==> src/lpws_pkg.sv <==
// Package for the LCD pixel write sequencer: types, command codes and the microcode program.
`timescale 1ns / 1ps
`default_nettype none
package lpws_pkg;

	localparam int COORD_W = 16;
	localparam int COLOR_W = 16;
	localparam int BYTE_W  = 8;

	localparam int PANEL_WIDTH_DEF  = 240;
	localparam int PANEL_HEIGHT_DEF = 320;

	// Program length: one bounds check, then nineteen bus beats.
	localparam int NUM_STEPS = 20;
	localparam int STEP_W    = $clog2(NUM_STEPS);

	// Panel command registers.
	localparam logic [BYTE_W-1:0] CMD_COL_START_HI = 8'h02;
	localparam logic [BYTE_W-1:0] CMD_COL_START_LO = 8'h03;
	localparam logic [BYTE_W-1:0] CMD_COL_END_HI   = 8'h04;
	localparam logic [BYTE_W-1:0] CMD_COL_END_LO   = 8'h05;
	localparam logic [BYTE_W-1:0] CMD_ROW_START_HI = 8'h06;
	localparam logic [BYTE_W-1:0] CMD_ROW_START_LO = 8'h07;
	localparam logic [BYTE_W-1:0] CMD_ROW_END_HI   = 8'h08;
	localparam logic [BYTE_W-1:0] CMD_ROW_END_LO   = 8'h09;
	localparam logic [BYTE_W-1:0] CMD_MEM_WRITE    = 8'h22;

	typedef enum logic [1:0] {
		OP_CHECK,
		OP_EMIT,
		OP_HALT
	} op_t;

	typedef enum logic [2:0] {
		SRC_CONST,
		SRC_X_HI,
		SRC_X_LO,
		SRC_Y_HI,
		SRC_Y_LO,
		SRC_C_HI,
		SRC_C_LO
	} src_t;

	typedef enum logic {
		ST_IDLE,
		ST_RUN
	} seq_state_t;

	typedef struct packed {
		op_t               op;
		logic              is_data;
		src_t              src;
		logic [BYTE_W-1:0] cbyte;
		logic              last;
		logic              fin;
	} ucode_t;

	// Control from the sequencer to the datapath.
	typedef struct packed {
		logic              load;
		logic              emit;
		logic              is_data;
		src_t              src;
		logic [BYTE_W-1:0] cbyte;
		logic              last;
	} ctrl_t;

	// Status from the datapath back to the sequencer.
	typedef struct packed {
		logic in_bounds;
		logic out_free;
	} stat_t;

	function automatic ucode_t cmd_word(input logic [BYTE_W-1:0] cmd);
		ucode_t w;
		w = '{op: OP_EMIT, is_data: 1'b0, src: SRC_CONST, cbyte: cmd, last: 1'b0, fin: 1'b0};
		return w;
	endfunction

	function automatic ucode_t data_word(input src_t src);
		ucode_t w;
		w = '{op: OP_EMIT, is_data: 1'b1, src: src, cbyte: '0, last: 1'b0, fin: 1'b0};
		return w;
	endfunction

	// The control store: one word per step.
	function automatic ucode_t ucode(input logic [STEP_W-1:0] step);
		ucode_t w;
		w = '{op: OP_HALT, is_data: 1'b0, src: SRC_CONST, cbyte: '0, last: 1'b0, fin: 1'b1};
		case (step)
			5'd0:  w = '{op: OP_CHECK, is_data: 1'b0, src: SRC_CONST, cbyte: '0,
				last: 1'b0, fin: 1'b0};
			5'd1:  w = cmd_word(CMD_COL_START_HI);
			5'd2:  w = data_word(SRC_X_HI);
			5'd3:  w = cmd_word(CMD_COL_START_LO);
			5'd4:  w = data_word(SRC_X_LO);
			5'd5:  w = cmd_word(CMD_COL_END_HI);
			5'd6:  w = data_word(SRC_X_HI);
			5'd7:  w = cmd_word(CMD_COL_END_LO);
			5'd8:  w = data_word(SRC_X_LO);
			5'd9:  w = cmd_word(CMD_ROW_START_HI);
			5'd10: w = data_word(SRC_Y_HI);
			5'd11: w = cmd_word(CMD_ROW_START_LO);
			5'd12: w = data_word(SRC_Y_LO);
			5'd13: w = cmd_word(CMD_ROW_END_HI);
			5'd14: w = data_word(SRC_Y_HI);
			5'd15: w = cmd_word(CMD_ROW_END_LO);
			5'd16: w = data_word(SRC_Y_LO);
			5'd17: w = cmd_word(CMD_MEM_WRITE);
			5'd18: w = data_word(SRC_C_HI);
			5'd19: begin
				w = data_word(SRC_C_LO);
				w.last = 1'b1;
				w.fin = 1'b1;
			end
			default: w = '{op: OP_HALT, is_data: 1'b0, src: SRC_CONST, cbyte: '0,
				last: 1'b0, fin: 1'b1};
		endcase
		return w;
	endfunction

endpackage
`default_nettype wire

==> src/lpws_if.sv <==
// Handshake channel interfaces for pixel requests and bus beats.
`timescale 1ns / 1ps
`default_nettype none
interface lpws_pixel_if;
	logic                                     valid;
	logic                                     ready;
	logic signed [lpws_pkg::COORD_W-1:0]      pixel_x;
	logic signed [lpws_pkg::COORD_W-1:0]      pixel_y;
	logic        [lpws_pkg::COLOR_W-1:0]      pixel_color;

	modport source (output valid, pixel_x, pixel_y, pixel_color, input ready);
	modport sink (input valid, pixel_x, pixel_y, pixel_color, output ready);
endinterface

interface lpws_beat_if;
	logic                        valid;
	logic                        ready;
	logic                        is_data;
	logic [lpws_pkg::BYTE_W-1:0] bus_byte;
	logic                        last_beat;

	modport source (output valid, is_data, bus_byte, last_beat, input ready);
	modport sink (input valid, is_data, bus_byte, last_beat, output ready);
endinterface
`default_nettype wire

==> src/lpws_seq.sv <==
// Microcode sequencer: step counter, control store fetch and conditional jump.
`timescale 1ns / 1ps
`default_nettype none
module lpws_seq (
	input  wire logic            clk,
	input  wire logic            arst_n,
	input  wire logic            in_valid,
	output logic                 in_ready,
	input  wire lpws_pkg::stat_t stat,
	output lpws_pkg::ctrl_t      ctrl
);

	lpws_pkg::seq_state_t              state_q, state_d;
	logic [lpws_pkg::STEP_W-1:0]       step_q, step_d;
	lpws_pkg::ucode_t                  word;

	assign word = lpws_pkg::ucode(step_q);

	always_ff @(posedge clk or negedge arst_n) begin
		if (!arst_n) begin
			state_q <= lpws_pkg::ST_IDLE;
			step_q  <= '0;
		end else begin
			state_q <= state_d;
			step_q  <= step_d;
		end
	end

	always_comb begin
		state_d       = state_q;
		step_d        = step_q;
		in_ready      = 1'b0;
		ctrl.load     = 1'b0;
		ctrl.emit     = 1'b0;
		ctrl.is_data  = word.is_data;
		ctrl.src      = word.src;
		ctrl.cbyte    = word.cbyte;
		ctrl.last     = word.last;
		case (state_q)
			lpws_pkg::ST_IDLE: begin
				in_ready = 1'b1;
				if (in_valid) begin
					ctrl.load = 1'b1;
					step_d    = '0;
					state_d   = lpws_pkg::ST_RUN;
				end
			end
			lpws_pkg::ST_RUN: begin
				case (word.op)
					lpws_pkg::OP_CHECK: begin
						// Out-of-panel pixels jump straight back to idle.
						if (stat.in_bounds) begin
							step_d = step_q + 1'b1;
						end else begin
							state_d = lpws_pkg::ST_IDLE;
						end
					end
					lpws_pkg::OP_EMIT: begin
						if (stat.out_free) begin
							ctrl.emit = 1'b1;
							if (word.fin) begin
								state_d = lpws_pkg::ST_IDLE;
							end else begin
								step_d = step_q + 1'b1;
							end
						end
					end
					default: state_d = lpws_pkg::ST_IDLE;
				endcase
			end
			default: state_d = lpws_pkg::ST_IDLE;
		endcase
	end

endmodule
`default_nettype wire

==> src/lpws_dp.sv <==
// Datapath: request registers, panel bounds check, byte select and output register.
`timescale 1ns / 1ps
`default_nettype none
module lpws_dp #(
	parameter int PANEL_WIDTH  = lpws_pkg::PANEL_WIDTH_DEF,
	parameter int PANEL_HEIGHT = lpws_pkg::PANEL_HEIGHT_DEF
) (
	input  wire logic                                clk,
	input  wire logic                                arst_n,
	input  wire lpws_pkg::ctrl_t                     ctrl,
	output lpws_pkg::stat_t                          stat,
	input  wire logic signed [lpws_pkg::COORD_W-1:0] pixel_x,
	input  wire logic signed [lpws_pkg::COORD_W-1:0] pixel_y,
	input  wire logic        [lpws_pkg::COLOR_W-1:0] pixel_color,
	output logic                                     out_valid,
	input  wire logic                                out_ready,
	output logic                                     is_data,
	output logic             [lpws_pkg::BYTE_W-1:0]  bus_byte,
	output logic                                     last_beat
);

	logic signed [lpws_pkg::COORD_W-1:0] x_q, y_q;
	logic        [lpws_pkg::COLOR_W-1:0] color_q;
	logic                                out_valid_q;
	logic                                is_data_q, last_q;
	logic        [lpws_pkg::BYTE_W-1:0]  byte_q;
	logic        [lpws_pkg::BYTE_W-1:0]  sel_byte;

	always_ff @(posedge clk) begin
		if (ctrl.load) begin
			x_q     <= pixel_x;
			y_q     <= pixel_y;
			color_q <= pixel_color;
		end
	end

	// Coordinates are non-negative and below the panel size.
	assign stat.in_bounds = !x_q[lpws_pkg::COORD_W-1] && !y_q[lpws_pkg::COORD_W-1]
		&& ({1'b0, x_q} < (lpws_pkg::COORD_W+1)'(PANEL_WIDTH))
		&& ({1'b0, y_q} < (lpws_pkg::COORD_W+1)'(PANEL_HEIGHT));
	assign stat.out_free = !out_valid_q || out_ready;

	always_comb begin
		case (ctrl.src)
			lpws_pkg::SRC_X_HI: sel_byte = x_q[15:8];
			lpws_pkg::SRC_X_LO: sel_byte = x_q[7:0];
			lpws_pkg::SRC_Y_HI: sel_byte = y_q[15:8];
			lpws_pkg::SRC_Y_LO: sel_byte = y_q[7:0];
			lpws_pkg::SRC_C_HI: sel_byte = color_q[15:8];
			lpws_pkg::SRC_C_LO: sel_byte = color_q[7:0];
			default:            sel_byte = ctrl.cbyte;
		endcase
	end

	always_ff @(posedge clk or negedge arst_n) begin
		if (!arst_n) begin
			out_valid_q <= 1'b0;
		end else if (ctrl.emit) begin
			out_valid_q <= 1'b1;
		end else if (out_ready) begin
			out_valid_q <= 1'b0;
		end
	end

	always_ff @(posedge clk) begin
		if (ctrl.emit) begin
			is_data_q <= ctrl.is_data;
			byte_q    <= sel_byte;
			last_q    <= ctrl.last;
		end
	end

	assign out_valid = out_valid_q;
	assign is_data   = is_data_q;
	assign bus_byte  = byte_q;
	assign last_beat = last_q;

endmodule
`default_nettype wire

==> src/lcd_pixel_write_sequencer.sv <==
// Top level of the LCD pixel write sequencer: sequencer, datapath and checks.
// The first beat of an accepted pixel appears after its transfer once the bounds check
// and the first emit step have run and the beat sits in the output register.
// Throughput: one beat per cycle while the output is not stalled. An in-panel pixel passes
// through the idle state at its transfer, one check step and 19 beat steps; an off-panel pixel gives no beats.
// A stall on the output holds the sequencer on its current emit step.
// Reset (arst_n low, asynchronous) returns the sequencer to idle and empties the output register.
`timescale 1ns / 1ps
`default_nettype none
module lcd_pixel_write_sequencer #(
	parameter int PANEL_WIDTH  = lpws_pkg::PANEL_WIDTH_DEF,
	parameter int PANEL_HEIGHT = lpws_pkg::PANEL_HEIGHT_DEF
) (
	input  wire logic     clk,
	input  wire logic     arst_n,
	lpws_pixel_if.sink    pix_in,
	lpws_beat_if.source   beat_out
);

	// Control words flow from the sequencer to the datapath; status flows back.
	lpws_pkg::ctrl_t ctrl;
	lpws_pkg::stat_t stat;

	// The sequencer walks the control store one step per cycle. The first step checks
	// the latched coordinates against the panel and jumps back to idle when the pixel
	// lies outside; each later step emits one bus beat, holding while the output
	// register is still full.
	lpws_seq u_seq (
		.clk      (clk),
		.arst_n   (arst_n),
		.in_valid (pix_in.valid),
		.in_ready (pix_in.ready),
		.stat     (stat),
		.ctrl     (ctrl)
	);

	// The datapath latches the request on a transfer, selects the byte named by the
	// control word and holds the beat in an output register, so the final beat can
	// wait on the bus side while the next pixel is already taken.
	lpws_dp #(
		.PANEL_WIDTH  (PANEL_WIDTH),
		.PANEL_HEIGHT (PANEL_HEIGHT)
	) u_dp (
		.clk         (clk),
		.arst_n      (arst_n),
		.ctrl        (ctrl),
		.stat        (stat),
		.pixel_x     (pix_in.pixel_x),
		.pixel_y     (pix_in.pixel_y),
		.pixel_color (pix_in.pixel_color),
		.out_valid   (beat_out.valid),
		.out_ready   (beat_out.ready),
		.is_data     (beat_out.is_data),
		.bus_byte    (beat_out.bus_byte),
		.last_beat   (beat_out.last_beat)
	);

	// The closing beat of a run is always a colour data byte.
	assert property (@(posedge clk) disable iff (!arst_n)
		beat_out.valid && beat_out.last_beat |-> beat_out.is_data)
		else $error("last beat is not a data byte");

	// A command beat carries one of the panel's command codes.
	assert property (@(posedge clk) disable iff (!arst_n)
		beat_out.valid && !beat_out.is_data |->
		(beat_out.bus_byte == lpws_pkg::CMD_COL_START_HI) ||
		(beat_out.bus_byte == lpws_pkg::CMD_COL_START_LO) ||
		(beat_out.bus_byte == lpws_pkg::CMD_COL_END_HI) ||
		(beat_out.bus_byte == lpws_pkg::CMD_COL_END_LO) ||
		(beat_out.bus_byte == lpws_pkg::CMD_ROW_START_HI) ||
		(beat_out.bus_byte == lpws_pkg::CMD_ROW_START_LO) ||
		(beat_out.bus_byte == lpws_pkg::CMD_ROW_END_HI) ||
		(beat_out.bus_byte == lpws_pkg::CMD_ROW_END_LO) ||
		(beat_out.bus_byte == lpws_pkg::CMD_MEM_WRITE))
		else $error("command beat with unknown command code");

	// After a pixel transfer the sequencer is busy with the bounds check.
	assert property (@(posedge clk) disable iff (!arst_n)
		pix_in.valid && pix_in.ready |=> !pix_in.ready)
		else $error("new pixel taken before the bounds check");

	// A beat is never loaded in the cycle right after a pixel transfer.
	assert property (@(posedge clk) disable iff (!arst_n)
		pix_in.valid && pix_in.ready |=> !ctrl.emit)
		else $error("beat emitted before the bounds check");

endmodule
`default_nettype wire

==> src/flat_wrapper.sv <==
// flat-port wrapper written by rule: the top's interface ports become plain ports
module lcd_pixel_write_sequencer_flat 
#(
	parameter int PANEL_WIDTH  = lpws_pkg::PANEL_WIDTH_DEF,
	parameter int PANEL_HEIGHT = lpws_pkg::PANEL_HEIGHT_DEF
)
  (clk, arst_n, pix_in_valid, pix_in_pixel_x, pix_in_pixel_y, pix_in_pixel_color, pix_in_ready, beat_out_valid, beat_out_is_data, beat_out_bus_byte, beat_out_last_beat, beat_out_ready);
  lpws_pixel_if pix_in_i ();
  lpws_beat_if beat_out_i ();
  input  wire logic clk;
  input  wire logic arst_n;
  input wire logic [$bits(pix_in_i.valid)-1:0] pix_in_valid;
  input wire logic [$bits(pix_in_i.pixel_x)-1:0] pix_in_pixel_x;
  input wire logic [$bits(pix_in_i.pixel_y)-1:0] pix_in_pixel_y;
  input wire logic [$bits(pix_in_i.pixel_color)-1:0] pix_in_pixel_color;
  output wire logic [$bits(pix_in_i.ready)-1:0] pix_in_ready;
  output wire logic [$bits(beat_out_i.valid)-1:0] beat_out_valid;
  output wire logic [$bits(beat_out_i.is_data)-1:0] beat_out_is_data;
  output wire logic [$bits(beat_out_i.bus_byte)-1:0] beat_out_bus_byte;
  output wire logic [$bits(beat_out_i.last_beat)-1:0] beat_out_last_beat;
  input wire logic [$bits(beat_out_i.ready)-1:0] beat_out_ready;
  assign pix_in_i.valid = pix_in_valid;
  assign pix_in_i.pixel_x = pix_in_pixel_x;
  assign pix_in_i.pixel_y = pix_in_pixel_y;
  assign pix_in_i.pixel_color = pix_in_pixel_color;
  assign pix_in_ready = pix_in_i.ready;
  assign beat_out_valid = beat_out_i.valid;
  assign beat_out_is_data = beat_out_i.is_data;
  assign beat_out_bus_byte = beat_out_i.bus_byte;
  assign beat_out_last_beat = beat_out_i.last_beat;
  assign beat_out_i.ready = beat_out_ready;
  lcd_pixel_write_sequencer #(.PANEL_WIDTH(PANEL_WIDTH), .PANEL_HEIGHT(PANEL_HEIGHT)) u_core (.clk(clk), .arst_n(arst_n), .pix_in(pix_in_i), .beat_out(beat_out_i));
endmodule
==> config.mk <==
export PLATFORM = sky130hd
export DESIGN_NAME = lcd_pixel_write_sequencer_flat
export DESIGN_NICKNAME = d
export VERILOG_FILES = /design/src/lpws_pkg.sv /design/src/lpws_if.sv /design/src/lpws_seq.sv /design/src/lpws_dp.sv /design/src/lcd_pixel_write_sequencer.sv /design/src/flat_wrapper.sv
export SDC_FILE = /design/constraint.sdc
export NUM_CORES = 1
export LEC_CHECK = 0
export BUFFER_PORTS_ARGS = -buffer_cell sky130_fd_sc_hd__buf_2
export CAP_MARGIN = 20
export CORE_MARGIN = 10
export CORE_UTILIZATION = 40
export CTS_CLUSTER_DIAMETER = 40
export DETAILED_ROUTE_END_ITERATION = 16
export PLACE_DENSITY = 0.72
export RECOVER_POWER = 100
export SETUP_SLACK_MARGIN = 0.02
export SYNTH_ARGS = -nofsm -noshare
export SYNTH_HDL_FRONTEND = slang
export SYNTH_SLANG_ARGS = --single-unit
==> constraint.sdc <==
create_clock -name clk -period 2.1 [get_ports clk]
set_input_delay 0.63 -clock clk [delete_from_list [all_inputs] [get_ports clk]]
set_output_delay 0.63 -clock clk [all_outputs]
set_load 0.005 [all_outputs]
# --- Yosys cells after proc, flatten, opt, wreduce, memory -nomap -nowiden ---
# Memories as Yosys holds them, arrays and structs flattened.
# Cells that the tools add are included.
classes:
  addsub: 1
  magnitude_cmp: 2
  eq_ne: 12
  mux: 20
  n_bitwise: 1
  reduce_logical: 10
ops:
  columns: ["cell", "count"]
  rows:
  - ["$pmux W8 S6", 1]
  - ["$mux W5", 4]
  - ["$pmux W5 S2", 2]
  - ["$lt A16 B8 Y1 const B", 1]
  - ["$lt A16 B9 Y1 const B", 1]
  - ["$mux W1", 11]
  - ["$eq A3 B3 Y1 const B", 3]
  - ["$eq A3 B2 Y1 const B", 2]
  - ["$ne A3 B2 Y1 const B", 2]
  - ["$add A5 B1 Y5 const B", 1]
  - ["$reduce_and A5 Y1", 1]
  - ["$pmux W1 S2", 2]
  - ["$eq A3 B1 Y1 const B", 1]
  - ["$logic_and A1 B1 Y1", 3]
  - ["$logic_not A1 Y1", 3]
  - ["$ne A3 B1 Y1 const B", 1]
  - ["$ne A3 B3 Y1 const B", 1]
  - ["$eq A2 B1 Y1 const B", 1]
  - ["$logic_not A2 Y1", 1]
  - ["$ne A2 B2 Y1 const B", 1]
  - ["$reduce_bool A2 Y1", 1]
  - ["$logic_or A1 B1 Y1", 1]
  - ["$not A1 Y1", 1]
totals:
  register_bits: 65
  romBits: 416
  inputBits: 52
  memories: 1
mem_list:
  columns: ["memory", "depth", "word_bits", "rd", "rd_clocked_by_memory_dff", "wr", "line_no", "source"]
  rows:
  - ["(name not given)", 32, 13, 1, 0, 0, "lpws_pkg.sv:90", "case (step)"]

# --- Longest topological paths before layout ---
logic_depth:
  ltp_word: 7
  mapped_depth: 11
  ltp_nobuf: 9

# --- Modules after synthesis ---
# From an unflattened synthesis, not the netlist that was laid out.
hier_totals:
  hier_cells: 231
  area_unflattened_um2: 3085.5
modules_own_cells:
  columns: ["module", "instances", "cells_per_inst", "area_each_um2", "seq_area_each_um2"]
  rows:
  - ["lpws_dp", 1, 151, 2463.6, 1766.7]
  - ["lpws_seq", 1, 80, 621.8, 150.1]

# --- Least setup slack after synthesis ---
# OpenSTA, ideal clock, no wires.
synth_path:
  kind: "reg-to-reg"
  startpoint: "register u_core.u_seq.step_q[2] in the netlist's numbering"
  endpoint: "register u_core.u_dp.byte_q (netlist bit u_core.u_dp.bus_byte[6]), data pin"
  setup_time_ns: 0.259
  arrival_time_ns: 2.072
  required_time_ns: 1.841
  slack_ns: -0.231
  path_stages_with_launch: 11
  n_path_buf: 2
  synth_period_minus_slack_ns: 2.331
  cell_sequence: "dfrtp_1 -> buf_4 -> inv_1 -> ha_1 -> and3b_4 -> a31oi_2 -> o21ai_2 -> buf_6 -> mux2_4 -> a221oi_2 -> nor2_1"
synth_between:
  elab_chain_cells: 3
synth_lines:
  columns: ["item", "line_no", "source"]
  rows:
  - ["from (decl)", "lpws_seq.sv:14", "logic [lpws_pkg::STEP_W-1:0] step_q, step_d;"]
  - ["from (signal assigned)", "lpws_seq.sv:25", "step_q <= step_d;"]
  - ["$mem_v2 Z32 W13 (*)", null, null]
  - ["$eq A3 B3 Y1, or another cell as far along", "lpws_dp.sv:44", "case (ctrl.src)"]
  - ["$pmux W8 S6 (*)", "lpws_dp.sv:44", null]
  - ["via u_core.u_dp.sel_byte, one bit", "lpws_dp.sv:27", "logic [lpws_pkg::BYTE_W-1:0] sel_byte;"]
  - ["to (signal assigned)", "lpws_dp.sv:68", "byte_q <= sel_byte;"]
  - ["to (decl)", "lpws_dp.sv:26", "logic [lpws_pkg::BYTE_W-1:0] byte_q;"]
# Mark *: on every way through the listed nets, which the timed path passes. The rest lies on a longest branch.
# A chain may end at the register's enable or synchronous reset.

# --- Final worst setup path ---
layout_path:
  startpoint: "register u_core.u_seq.step_q[0] in the netlist's numbering"
  endpoint: "register u_core.u_dp.byte_q (netlist bit u_core.u_dp.bus_byte[6]), data pin"
# Same word-level chain as after synthesis.

==> flow_metrics.env <==
export IMPL_synth_async_reset_ratio_pct=10.8
export IMPL_synth_edf_count=58
export IMPL_fin_crit_ps=2260
export IMPL_cts_tree="built"
export IMPL_tightest_slew_ps=861
export IMPL_status="complete, but fails checks"
export IMPL_startpoint_type="flop"
export IMPL_synth_warnings=0
export IMPL_antenna_found_initial=0
export IMPL_holdWs_ps=175
export IMPL_wl_met2_um=3230
export IMPL_fp_dieH_um=106
export IMPL_hpwlAfterDp_um=5220
export IMPL_crit_family="compound AO/OA/AOI/OAI gates"
export IMPL_via_count=2077
export IMPL_drc_errors=0
export IMPL_crit_fanout=7
export IMPL_clk_pin_slew_ps=70
export IMPL_start_util_pct=41.0
export IMPL_wl_per_cell_um=17.3
export IMPL_slew_headroom_pct=42.6
export IMPL_fin_area_um2=3990
export IMPL_setup_viol=7
export IMPL_synth_cell_type_count=50
export IMPL_viasPerCell=5.10
export IMPL_synth_seq_area_share_pct=64.8
export IMPL_min_period_over_period_pct=108
export IMPL_postSynthNetCount=268
export IMPL_arrival_ps=2360
export IMPL_slowest_stage="dfrtp_2"
export IMPL_clock_latency_ps=350
export IMPL_max_cap_viol_count=0
export IMPL_grtUsageTotal_pct=12.8
export IMPL_path_cells="ha_4, ha_4, and3b_4, a31oi_4, o21ai_4, buf_6, mux2_4, a221oi_2, nor2_1"
export IMPL_ios=64
export IMPL_yosys_register_bits=65
export IMPL_ys_flop_type="edfxtp_1"
export IMPL_grt_pass1_wl_um=11200
export IMPL_hold_viol=0
export IMPL_ctsHoldBuffers=0
export IMPL_cp_required_ps=2200
export IMPL_rsz0062_at_grt="yes"
export IMPL_layout_common_cells="edfxtp_1, buf_2, buf_4, nand2_1, clkbuf_1"
export IMPL_layout_commonest_cell="edfxtp_1"
export IMPL_fin_ws_ps=-159
export IMPL_critical_path_class="reg2reg"
export IMPL_grt_pass1_vias=2203
export IMPL_grt_max_degree=39
export IMPL_syn_area_per_cell_um2=14.2
export IMPL_synthCells=208
export IMPL_fp_dieW_um=106
export IMPL_crit_top_cell="ha_4"
export IMPL_syn2layout_area_growth_pct=34.8
export IMPL_powerDensity_nw_per_um2=1200
export IMPL_cp_num_buf_inv=1
export IMPL_drive_gt1_share_pct=46.8
export IMPL_cts_sinks=65
export IMPL_hold_class="in2async"
export IMPL_synthesis_area_um2=2960
export IMPL_clock_root_buffer="clkbuf_8"
export IMPL_finalPower_uw=4800
export IMPL_endpoint_kind="flop"
export IMPL_coreArea_um2=7210
export IMPL_ant_nets=0
export IMPL_ir_worst_vdd_mv=0.744
export IMPL_top_layer="met4"
export IMPL_placed_area_um2=3650
export IMPL_slowest_delay_ps=430
export IMPL_drt_initial_drc_count=107
export IMPL_htree_num_levels=3
export IMPL_skew_ps=6.60
export IMPL_p_leak_uw=0.00152
export IMPL_tns_ps=-719
export IMPL_drt_pass1_iter_count=4
export IMPL_gp_congestion=0.773
export IMPL_maxSlewViolCount=0
export IMPL_fp_row_count=31
export IMPL_overflow=0
export IMPL_die_area_um2=11200
export IMPL_violations="negative setup slack"
export IMPL_dr_wl_met3_um=537
export IMPL_postRouteWirelength_um=7040
export IMPL_max_freq_mhz=443
export IMPL_clock_path_buffers=2
export IMPL_drt_met1_wl_um=3130
export IMPL_cts_buffers=9
export IMPL_nets=363
export IMPL_port_buffers=63
export IMPL_diodes=0
## where the power goes
| group | switching, uW | total [uW] | internal, uW |
|---|---|---|---|
| combinational | 890 | 1620 | 732 |
| clock | 451 | 1230 | 782 |
| sequential | 141 | 1950 | 1800 |
| total | 1480 | 4800 | 3320 |
## what timing repair did
action / 4_1_cts / 5_1_grt
setup buffers: 1 / 1
pin swaps: 6 / 6
cloned: 1 / 0
endpoints found under the setup margin: 11 / 13
gates resized for setup: 14 / 14
## sequential cells by signal, summed over array words and instances (netlist names)
name	flops
u_core.u_dp.bus_byte	8
u_core.u_dp.color_q	16
u_core.u_dp.is_data	1
u_core.u_dp.last_beat	1
u_core.u_dp.out_valid	1
u_core.u_dp.x_q	16
u_core.u_dp.y_q	16
u_core.u_seq.state_q	1
u_core.u_seq.step_q	5
## routing by layer
metal / GRT usage (%) / vias to the layer above
met5: 0 / -
met1: 16.4 / 987
met2: 18.6 / 85
li1: - / 997
met3: 4.41 / 8
met4: 6.48 / 0
## cells in the mapped netlist, types with 2 or more instances
cell,number,area [um^2]
nand4_1,3,18.8
and2_1,2,12.5
o21ai_0,5,25.0
mux2_4,2,30.0
edfxtp_1,58,1740
a31o_1,2,17.5
a221oi_1,7,61.3
mux2_1,7,78.8
buf_6,2,22.5
a221oi_2,2,30.0
nand2_1,13,48.8
buf_2,3,15.0
a31oi_1,4,25.0
ha_1,8,100
inv_1,9,33.8
o21ai_1,4,20.0
nor3_1,4,20.0
nand2b_1,4,25.0
nor4_1,3,18.8
mux2i_1,6,60.1
nand3_1,4,20.0
clkbuf_1,4,15.0
dfrtp_1,7,175
nor2_1,11,41.3
o21ai_2,2,17.5
o31ai_1,2,15.0
a21oi_1,7,35.0
## logic make-up after synthesis
family | share of synthesized area, %
AO/OA/AOI/OAI | 11.5
XOR/XNOR | 0.296
buffers and inverters | 3.17
flip-flops | 64.8
multiplexers | 6.85
adder cells (fa/ha/maj) | 3.38
AND/OR/NAND/NOR | 10.0
## path summary, 6_finish.rpt
| check | depth (start not counted) | slack (ps) | from | endpoint |
|---|---|---|---|---|
| min in group clk | 1 | 450 | pix_in_pixel_y[12] | u_core.u_dp.y_q[12]$_DFFE_PP_ |
| worst min register to register | 2 | 570 | u_core.u_dp.out_valid$_DFFE_PN0P_ | u_core.u_dp.out_valid$_DFFE_PN0P_ |
| worst max register to register | 9 | -160 | u_core.u_seq.step_q[0]$_DFFE_PN0P_ | u_core.u_dp.bus_byte[6]$_DFFE_PP_ |
| worst max-delay path | 9 | -160 | u_core.u_seq.step_q[0]$_DFFE_PN0P_ | u_core.u_dp.bus_byte[6]$_DFFE_PP_ |
| max in group asynchronous | 1 | 1610 | arst_n | u_core.u_seq.step_q[0]$_DFFE_PN0P_ |
| worst min-delay path | 1 | 170 | arst_n | u_core.u_dp.out_valid$_DFFE_PN0P_ |
## metrics by stage
step / util (%) / std cells / setup WS [ps]
6_report: 55.3 / 407 / -159
5_1_grt: 55.3 / 407 / -217
4_1_cts: 55.1 / 406 / -119
3_5_place_dp: 50.6 / 388 / -154
3_3_place_gp: 50.6 / 388 / -118
2_1_floorplan: - / 208 / -76.2
## cell type report
| class | instances | area [um^2] |
|---|---|---|
| fill | 622 | 3220 |
| sequential | 65 | 1920 |
| multi-input combinational | 124 | 1130 |
| timing repair buffer | 94 | 542 |
| clock buffer | 10 | 128 |
| tap | 99 | 124 |
| clock inverter | 6 | 106 |
| inverter | 9 | 38.8 |
(Power assumes the default switching activity.)
